## config.mk

```make
export PLATFORM = sky130hd
export DESIGN_NAME = tbc_div_cell
export DESIGN_NICKNAME = d
export VERILOG_FILES = /design/src/hdl/tbc_pkg.sv /design/src/hdl/tbc_div_cell.sv
export SDC_FILE = /design/constraint.sdc
export NUM_CORES = 1
export LEC_CHECK = 0
export ABC_AREA = 1
export BUFFER_PORTS_ARGS = -buffer_cell sky130_fd_sc_hd__buf_4
export CAP_MARGIN = 25
export CORE_AREA = 8 8 249 251
export DETAILED_ROUTE_END_ITERATION = 6
export DIE_AREA = 0 0 257 259
export GPL_TIMING_DRIVEN = 0
export SYNTH_ARGS = -nofsm -noshare
export SYNTH_HDL_FRONTEND = slang
export SYNTH_SLANG_ARGS = --single-unit
```

## constraint.sdc

```tcl
create_clock -name clk -period 17.3 [get_ports clk]
set_input_delay 0.865 -clock clk [delete_from_list [all_inputs] [get_ports clk]]
set_output_delay 0.865 -clock clk [all_outputs]
set_load 0.1 [all_outputs]
```

## src/hdl/tbc_pkg.sv

```systemverilog
package tbc_pkg;

  localparam int QW = 52;
  localparam int RW = 37;
  localparam int CW = 17;
  localparam int PW = 34;
  localparam int KW = 35;
  localparam int WW = 24;

  localparam logic signed [WW-1:0] WMAX = 24'sh7FFFFF;
  localparam logic signed [WW-1:0] WMIN = -24'sh800000;

  typedef struct packed {
    logic          valid;
    logic [QW-1:0] num_v;
    logic [QW-1:0] num_w;
    logic [RW-1:0] rem_v;
    logic [RW-1:0] rem_w;
    logic [QW-1:0] quo_v;
    logic [QW-1:0] quo_w;
    logic [RW-1:0] den;
    logic          neg_v;
    logic          neg_w;
    logic          zero;
    logic          degen;
  } tbc_lane_t;

endpackage

```

## src/hdl/tbc_div_cell.sv

```systemverilog
module tbc_div_cell
  import tbc_pkg::*;
(
  input  logic      clk,
  input  logic      rst,
  input  logic      en,
  input  tbc_lane_t din,
  output tbc_lane_t dout
);

  logic [RW-1:0] r_v;
  logic [RW-1:0] r_w;
  logic          q_v;
  logic          q_w;
  tbc_lane_t     dout_next;

  always_comb begin
    r_v = {din.rem_v[RW-2:0], din.num_v[QW-1]};
    r_w = {din.rem_w[RW-2:0], din.num_w[QW-1]};
    q_v = (r_v >= din.den);
    q_w = (r_w >= din.den);
    dout_next       = din;
    dout_next.num_v = {din.num_v[QW-2:0], 1'b0};
    dout_next.num_w = {din.num_w[QW-2:0], 1'b0};
    dout_next.rem_v = q_v ? (r_v - din.den) : r_v;
    dout_next.rem_w = q_w ? (r_w - din.den) : r_w;
    dout_next.quo_v = {din.quo_v[QW-2:0], q_v};
    dout_next.quo_w = {din.quo_w[QW-2:0], q_w};
  end

  always_ff @(posedge clk) begin
    if (rst) begin
      dout.valid <= 1'b0;
    end else if (en) begin
      dout <= dout_next;
    end
  end

endmodule

```

# Yosys cells after proc, flatten, opt, wreduce, memory -nomap -nowiden
# Index checks and enable logic that the tools add are counted.
dict set report op_classes {
  add_sub_neg 2
  n_mul 0
  n_div 0
  magnitude_cmp 2
  n_eq_ne 0
  shifts 0
  n_mux 2
  bitwise_logic 1
  reduce_logical 1
}
# operator count
set op_table {}
lappend op_table {{37-bit greater-or-equal comparator} 2}
lappend op_table {{37-bit 2-to-1 mux} 2}
lappend op_table {{37-bit subtractor} 2}
lappend op_table {{2-bit AND reduction} 1}
lappend op_table {{1-bit inverter} 1}
dict set report totals {
  ff_bits 322
  latchBits 0
  mem_bits_rw 0
  romBits 0
  input_bits 327
  output_inout_bits 324
  word_cells 20
  n_memories 0
}

# Depth between registers and ports, before layout
# Gate-level depths: netlist of the first run.
dict set report logic_depth {
  ltp_word 2
  ltp_mapped 16
  depth_no_buf 15
}

# Least setup slack after synthesis of the first run
# Ideal clock, no wire load.
dict set report synth_timing {
  kind {input -> register}
  start {input en}
  end {register dout[0] (netlist bit), enable pin}
  setup_time_ps 1021
  arrival_ps 14372
  required_ps 16279
  path_slack_ps 1908
  cell_stages 2
  path_buffers 0
  cell_sequence {inv_1 > nor2_1}
}
dict set report synth_between {
  elab_chain_cells 1
}
# item line_no
set synth_rtl {}
lappend synth_rtl {{start: declaration} tbc_div_cell.sv:6} ;# input logic en,
lappend synth_rtl {{2-bit AND reduction (no source line)} --}
lappend synth_rtl {{end signal: assignment} tbc_div_cell.sv:35} ;# dout <= dout_next;
lappend synth_rtl {{end: declaration} tbc_div_cell.sv:8} ;# output tbc_lane_t dout
# No other way between the ends.
# A chain may end at the register's enable or synchronous reset.

==> metrics.md, run 1 <==
| Metric | Value |
|---|---|
| Setup violators final | 0 |
| Fraction of synthesized area in multiplexers | 0% |
| Int Pwr | 0.00160 W |
| Setup Crit Path Kind | in2reg |
| Max reg flops | between 300 and 400 |
| Die width | 257 um |
| P&R area growth vs syn | 43.1% |
| Syn avg cell area | approximately 9.5 um2 |
| Maximum vdd drop | 0.000102 V |
| H-tree Lvls | 2 |
| Clock skew | 0 ns |
| Crit path time final | around 3.0 ns |
| Mapped Area | 0.0168 mm2 |
| Switching share of power | between 30% and 40% |
| #FFs+latches synth | 322 |
| Fmax | 337 MHz |
| Hold Fails Final Rpt | 0 |
| First-pass GRT wire length | 113000 um |
| Combinational Power Share | 33.8% |
| Antenna violations before repair | 11 |
| Most common cell after layout, fill and taps aside | buf_4 |
| CTS tree | yes |
| Num rows | just under 90 |
| Count of cell types in the netlist | 35 |
| Post-synth EDFFs | 321 |
| Critical path launch point | din[23] |
| Clk pwr share | 30.2% |
| Nets | 2862 |
| Status | completed |
| Type of the worst min-delay path | in2reg |
| Die footprint | approximately 0.067 mm2 |
| Slew HR | 55.7% |
| Die Y-Extent | between 200 and 300 um |
| Psw | roughly 0.0010 W |
| Worst-Margin Slew | 0.658 ns |
| Gr busiest metal | met2 |
| Hold_buf cts | 0 |
| Grt total ovfl | 0 |
| Share of the synthesized area in the top cell type | between 50% and 60% |
| Most frequent cells in the layout | 647 x buf_4, 580 x nand2_1, 321 x edfxtp_1 |
| Seq pwr share | 36.0% |
| Layout cells sized above 1 | 32.4% |
| Synth Flop Type | edfxtp_1 |
| Fin. max-slew vios | 0 |
| Crit path max fanout | 10 |
| Hold Path Origin | din[241] |
| Adder-Cell Fraction of Synth Area | 5.74% |
| Gr usage total | 23.6% |
| Tot Pwr | between 0.002 and 0.003 W |
| # IOs | 651 |
| Simple-gate portion of the synthesized area | 24.5% |
| Gpl congestion | approximately 0.94 |
| Area leader, netlist | edfxtp_1 |
| Final wirelength | 82000 um |
| Register with the most flip-flops | dout |
| R2r worst-path depth | 2 |
| Routed Antenna Nets | 0 |
| Vias/cell | 4.58 |
| Number of vias in the routed layout | 14942 |
| XOR/XNOR Fraction of Synth Area | 1.98% |
| Placed instance area | 0.0228 mm2 |
| Detailed placer's ending HPWL | 70300 um |
| Largest net degree at the start of global routing | 37 |
| CP Data Required Time | 17.59 ns |
| Gate Count Post-Synth | 1765 |
| Worst Hold Path Cells | 1 |
| Clock slew at reported path FFs | 0.06 ns |
| Post-CTS Setup Bufs | 0 |
| Reg2reg start | dout[323] |
| Design area | 0.0241 mm2 |
| CP endpoint kind | flop |
| Drt drc | 0 |
| # resized after CTS | 0 |
| TritonCTS Buffers | 37 |
| Pre-antenna DRT Iters | 5 |
| MaxCap Viol Count | 0 |
| Post-synth ARST share | 0% |
| Iter 0 DRT Violations | 851 |
| Worst reg2reg path endpoint | dout[323] |
| Vias in the first global route | around 15000 |
| Worst EP arrival | 3.26 ns |
| Largest family of logic cells by synthesized area | simple AND/OR/NAND/NOR gates |
| Post-synthesis sequential area ratio | 57.4% |
| Starting density of the core | 28.9% |
| Largest regs | dout x322 |
| Worst R2R Setup Slack | around 17 ns |
| Worst skew pair latency | 0.57 ns |
| Yosys Warn Count | 0 |
| Startpoint class of the critical path | input port |
| Total leakage power | 11.4 nW |
| Routing usage on met1 | 26.2% |
| CTS Buffer Depth | 3 |
| Core box area | 0.0582 mm2 |
| Met2 Resource Use GR | 44.1% |
| Post-synthesis compound-gate area fraction | between 2 and 3% |
| Area contributors post-synth | edfxtp_1 57%, nand2_1 13%, inv_1 5.9%, ha_1 5.5%, nand3_1 3.9% |
| Clock Sinks | between 300 and 400 |
| Routed length per instance | 25.1 um |
| M3 GR Usage | 5.57% |
| Buffers on Ports | between 600 and 700 |
| RSZ-0062 raised after global routing | no |
| Tcrit/Tclk final | 17.2% |
| Crit path capture | dout[214] |
| Pwr per Cell Area | 110 mW/mm2 |
| Root Driver | clkbuf_16 |
==> power groups by stage <==
stage	Clock, W	Sequential [W]	Combinational [W]
after floorplan	0	0.00139	0.000212
after global placement	0	0.000991	0.000889
after detailed placement	0	0.000967	0.000896
after CTS	0.000824	0.000951	0.000899
after global routing	0.000849	0.000956	0.000934
final	0.000798	0.000951	0.000891
==> per-stage QoR <==
step | worst slack (ns) | utilization, % | TNS [ns] | instances | hold slack (ns)
after floorplan | 1.91 | - | 0 | 1766 | 0.893
after global placement | -3.96 | 38.8 | -1246.62 | 3183 | 0.443
after detailed placement | 13.72 | 39.2 | 0 | 3193 | 0.468
after CTS | 14.31 | 41.3 | 0 | 3261 | 0.438
after global routing | 14.20 | 41.3 | 0 | 3261 | 0.442
final | 14.33 | 41.3 | 0 | 3264 | 0.469
==> critical path, stage by stage <==
cell and delay, ns:
buf_4 0.09, inv_1 0.12, ha_1 0.38, nand2_1 0.14
nor2_2 0.27, nand2_1 0.15, nor2_2 0.32, nand4_1 0.22
nand3_1 0.13, inv_2 0.10, buf_2 0.23, nand3_1 0.12
nand2_1 0.10
==> final cells by class <==
| type | count | area [um2] |
|---|---|---|
| multi-input combinational | 1149 | 5920 |
| inverter | 273 | 1020 |
| clock buffer | 44 | 983 |
| clock inverter | 24 | 239 |
| fill | 5804 | 34200 |
| sequential | 322 | 9660 |
| buffer | 22 | 224 |
| tap | 773 | 967 |
| antenna | 3 | 7.51 |
| timing repair buffer | 654 | 5030 |
==> worst min-delay path by stage <==
stage	endpoint	slack (ns)
final	dout[242]	0.47
after global routing	dout[242]	0.44
after CTS	dout[295]	0.44
after detailed placement	dout[323]	0.47
after global placement	dout[323]	0.44
after floorplan	dout[323]	0.89
==> metal layers <==
layer  wire, um  up-vias
met4       2550       18
met2      43300      491
met1      31000     7158
met3       5010      106
li1           -     7169
met5        109        -
==> logic make-up after synthesis <==
| kind of cell | count (synthesis) |
|---|---|
| other cells | 1 |
| simple gates | 945 |
| flops | 322 |
| xor+xnor | 38 |
| fa+ha+maj | 76 |
| compound gates | 88 |
| buf+inv | 295 |
==> cells in the mapped netlist (3+ instances only) <==
| cell type | instances |
|---|---|
| a21oi_1 | 53 |
| a21oi_2 | 3 |
| buf_4 | 3 |
| buf_6 | 17 |
| edfxtp_1 | 321 |
| ha_1 | 74 |
| inv_1 | 265 |
| inv_2 | 6 |
| nand2_1 | 580 |
| nand2_2 | 16 |
| nand3_1 | 131 |
| nand3_2 | 22 |
| nand3b_1 | 22 |
| nand4_1 | 9 |
| nor2_1 | 129 |
| nor2_2 | 16 |
| nor3_1 | 12 |
| o21ai_0 | 12 |
| o21ai_1 | 4 |
| o21bai_1 | 11 |
| xnor2_1 | 4 |
| xor2_1 | 34 |
Note: power is estimated with default switching activity, not from simulation.
==> run 2, diff against run 1 <==
- CORE_AREA: 8 8 249 251 -> 8 8 247 249
- DIE_AREA: 0 0 257 259 -> 0 0 255 257
- clock period: 17.3 -> 2.4 ns (I/O delays scaled with it)
==> metrics.md, run 2 (same netlist as run 1, synthesis figures left out) <==
| Metric | Value |
|---|---|
| Clk pwr share | 29.4% (-0.8 points) |
| Clock Sinks | 322 (unchanged) |
| Antenna violations before repair | 29 (+18) |
| P&R area growth vs syn | 63.7% |
| Worst Hold Path Cells | 3 (+2) |
| CP Data Required Time | 2.69 ns (-14.90 ns) |
| Failing checks | hold timing |
| Hold WS | -0.0109 ns (-0.480 ns) |
| Hold EP | dout[178] |
| R2r worst-path depth | 3 (+1) |
| M3 GR Usage | 5.83% (+0.26 points) |
| Setup violators final | 0 (unchanged) |
| Hold Fails Final Rpt | 1 (+1) |
| DP Worst Slack | -0.332 ns (-14.05 ns) |
| Nets | 3183 (+11%) |
| Largest regs | dout x322 |
| Worst-Margin Slew | 0.655 ns (-0.00343 ns) |
| Buffers and inverters on the worst path | 4 (unchanged) |
| Register with the most flip-flops | dout |
| Most common cell after layout, fill and taps aside | buf_4 |
| Final wirelength | 86000 um (+4.8%) |
| Type of the worst min-delay path | in2reg |
| Crit-path cells | dlygate4sd3_1 -> buf_4 -> ha_1 -> nand2_1 -> inv_1 -> a21oi_1 -> nand2_1 -> a21oi_2 -> nand4_4 -> buf_6 -> nand3_1 -> nand2_1 |
| Setup Crit Path Kind | in2reg |
| Met2 Resource Use GR | 44.9% (+0.75 points) |
| Tot Pwr | 0.0196 W (+640%) |
| Pre-antenna DRT Iters | 7 (+2) |
| Reg2reg start | dout[323] |
| Most frequent CP cell | nand2_1 |
| Gr busiest metal | met2 |
| CTS Buffer Depth | 3 (unchanged) |
| RSZ-0062 raised after global routing | yes |
| Total leakage power | 12.8 nW (+12%) |
| Setup TNS | 0 ns (unchanged) |
| Gr usage total | 25.2% (+1.6 points) |
| Worst Slack Setup Final | 0.0597 ns (-14.27 ns) |
| Fmax | 427 MHz |
| Die Y-Extent | 257 um (-0.77%) |
| Psw | 0.00774 W (+640%) |
| Clock slew at reported path FFs | 0.06 ns (about the same) |
| CP max stage delay | 0.56 ns (+0.18 ns) |
| Clock skew | 0 ns (unchanged) |
| CTS tree | yes |
| Layout cells sized above 1 | 30.0% (-2.4 points) |
| Hold Path Origin | din[177] |
| Cell family with most CP delay | buffers and inverters |
| Number of vias in the routed layout | 16367 (+9.5%) |
| Worst R2R Setup Slack | 1.25 ns (-15.47 ns) |
| Max reg flops | 322 (unchanged) |
| Die footprint | 0.0655 mm2 (-1.5%) |
| Switching share of power | 39.5% (about the same) |
| H-tree Lvls | 2 (unchanged) |
| Pwr per Cell Area | 712 mW/mm2 (+550%) |
| TritonCTS Buffers | 39 (+5.4%) |
| Routed length per instance | 23.9 um (-4.9%) |
| Crit path max fanout | 10 (unchanged) |
| Gpl congestion | 0.938 (-0.48%) |
| Core box area | 0.0570 mm2 (-2.1%) |
| Vias in the first global route | 17191 (+12%) |
| Seq pwr share | 34.9% (-1.1 points) |
| CP max-delay cell | dlygate4sd3_1 |
| # IOs | 651 (unchanged) |
| Iter 0 DRT Violations | 832 (-2.2%) |
| Largest net degree at the start of global routing | 36 (-2.7%) |
| Routed Antenna Nets | 0 (unchanged) |
| Die width | 255 um (-0.78%) |
| Detailed placer's ending HPWL | 71200 um (+1.2%) |
| Most frequent cells in the layout | 648 x buf_4, 569 x nand2_1, 321 x edfxtp_1 |
| Worst EP arrival | 2.63 ns (-0.63 ns) |
| Vias/cell | 4.55 (-0.63%) |
| CP endpoint kind | flop |
| Worst skew pair latency | 0.56 ns (about the same) |
| Int Pwr | 0.0119 W (+640%) |
| Fin. max-slew vios | 0 (unchanged) |
| First-pass GRT wire length | 119000 um (+5.3%) |
| Starting density of the core | 29.5% (+0.61 points) |
| Combinational Power Share | 35.7% (+1.9 points) |
| Num rows | 88 (-1.1%) |
| MaxCap Viol Count | 0 (unchanged) |
| Root Driver | clkbuf_16 |
| Drt drc | 0 (unchanged) |
| Status | complete, but fails checks |
| Crit path time final | 2.34 ns |
| Startpoint class of the critical path | input port |
| Buffers on Ports | 644 (unchanged) |
| Tcrit/Tclk final | 97.5% |
| Maximum vdd drop | 0.000556 V (+440%) |
| Routing usage on met1 | 27.5% (+1.3 points) |
| Worst reg2reg path endpoint | dout[323] |
| Slew HR | 56.3% (+0.59 points) |
| Grt total ovfl | 0 (unchanged) |
[run 2: changes by cell type in the layout (fill, tap and decap cells not counted), sizes merged]
cell,previous run,this run
inv,273,276
bufinv,3,2
diode,3,22
clkbuf,44,46
dlygate4sd3,0,318
buf,676,677
[run 2: timing repair]
item | in CTS | in global routing
endpoints found under the setup margin | 0 | 66
hold buffers | 317 | 1
buffers inserted | 0 | 1
resized for setup | 0 | 48
hold endpoints to repair | 334 | 1
[run 2: final cells by class]
class | instances | area [um2]
fillers | 5317 | 29500
inverters | 273 | 1040
plain buffers | 22 | 228
repair buffers | 973 | 8240
diodes | 22 | 55.1
flip-flops and latches | 322 | 9660
clock inverters | 26 | 233
well taps | 765 | 957
multi-input cells | 1149 | 6110
clock buffers | 46 | 1000
[run 2: worst reg2reg max path: stages (launching register included)]
cell and delay (ns):
dfxtp_1 0.34, nand2_1 0.06, a21oi_1 0.12, dlygate4sd3_1 0.57
[run 2: layer usage]
metal / wire length [um] / part of all wire [%] / vias to the layer above
met5: 118 / 0.14 / -
met2: 42900 / 50 / 611
met3: 5960 / 6.9 / 166
met1: 31700 / 37 / 7734
li1: - / - / 7838
met4: 5350 / 6.2 / 18
[run 2: power by group through the flow]
stage	logic, W	registers, W	clock network, W
5_1_grt	0.00733	0.00688	0.00608
4_1_cts	0.00696	0.00685	0.00592
3_5_place_dp	0.00647	0.00695	0
3_3_place_gp	0.00642	0.00701	0
6_report	0.00700	0.00685	0.00577
2_1_floorplan	0.00153	0.00994	0
[run 2: per-stage QoR]
step	area (um2)	util (%)	std cells
2_1_floorplan	16800	-	1766
3_3_place_gp	22600	39.7	3175
3_5_place_dp	22800	40.1	3185
4_1_cts	27300	47.8	3574
5_1_grt	27500	48.2	3588
6_report	27500	48.3	3598
[run 2: how the worst max path moves through the flow]
stage | from | endpoint | slack [ns] | cells past startpoint
floorplan | en | dout[0] | -2.89 | 2
global placement | en | dout[184] | -5.06 | 3
detailed placement | din[29] | dout[213] | -0.33 | 13
CTS | din[17] | dout[208] | 0.002 | 12
global route | din[16] | dout[204] | -0.04 | 15
finish | din[171] | dout[170] | 0.06 | 12
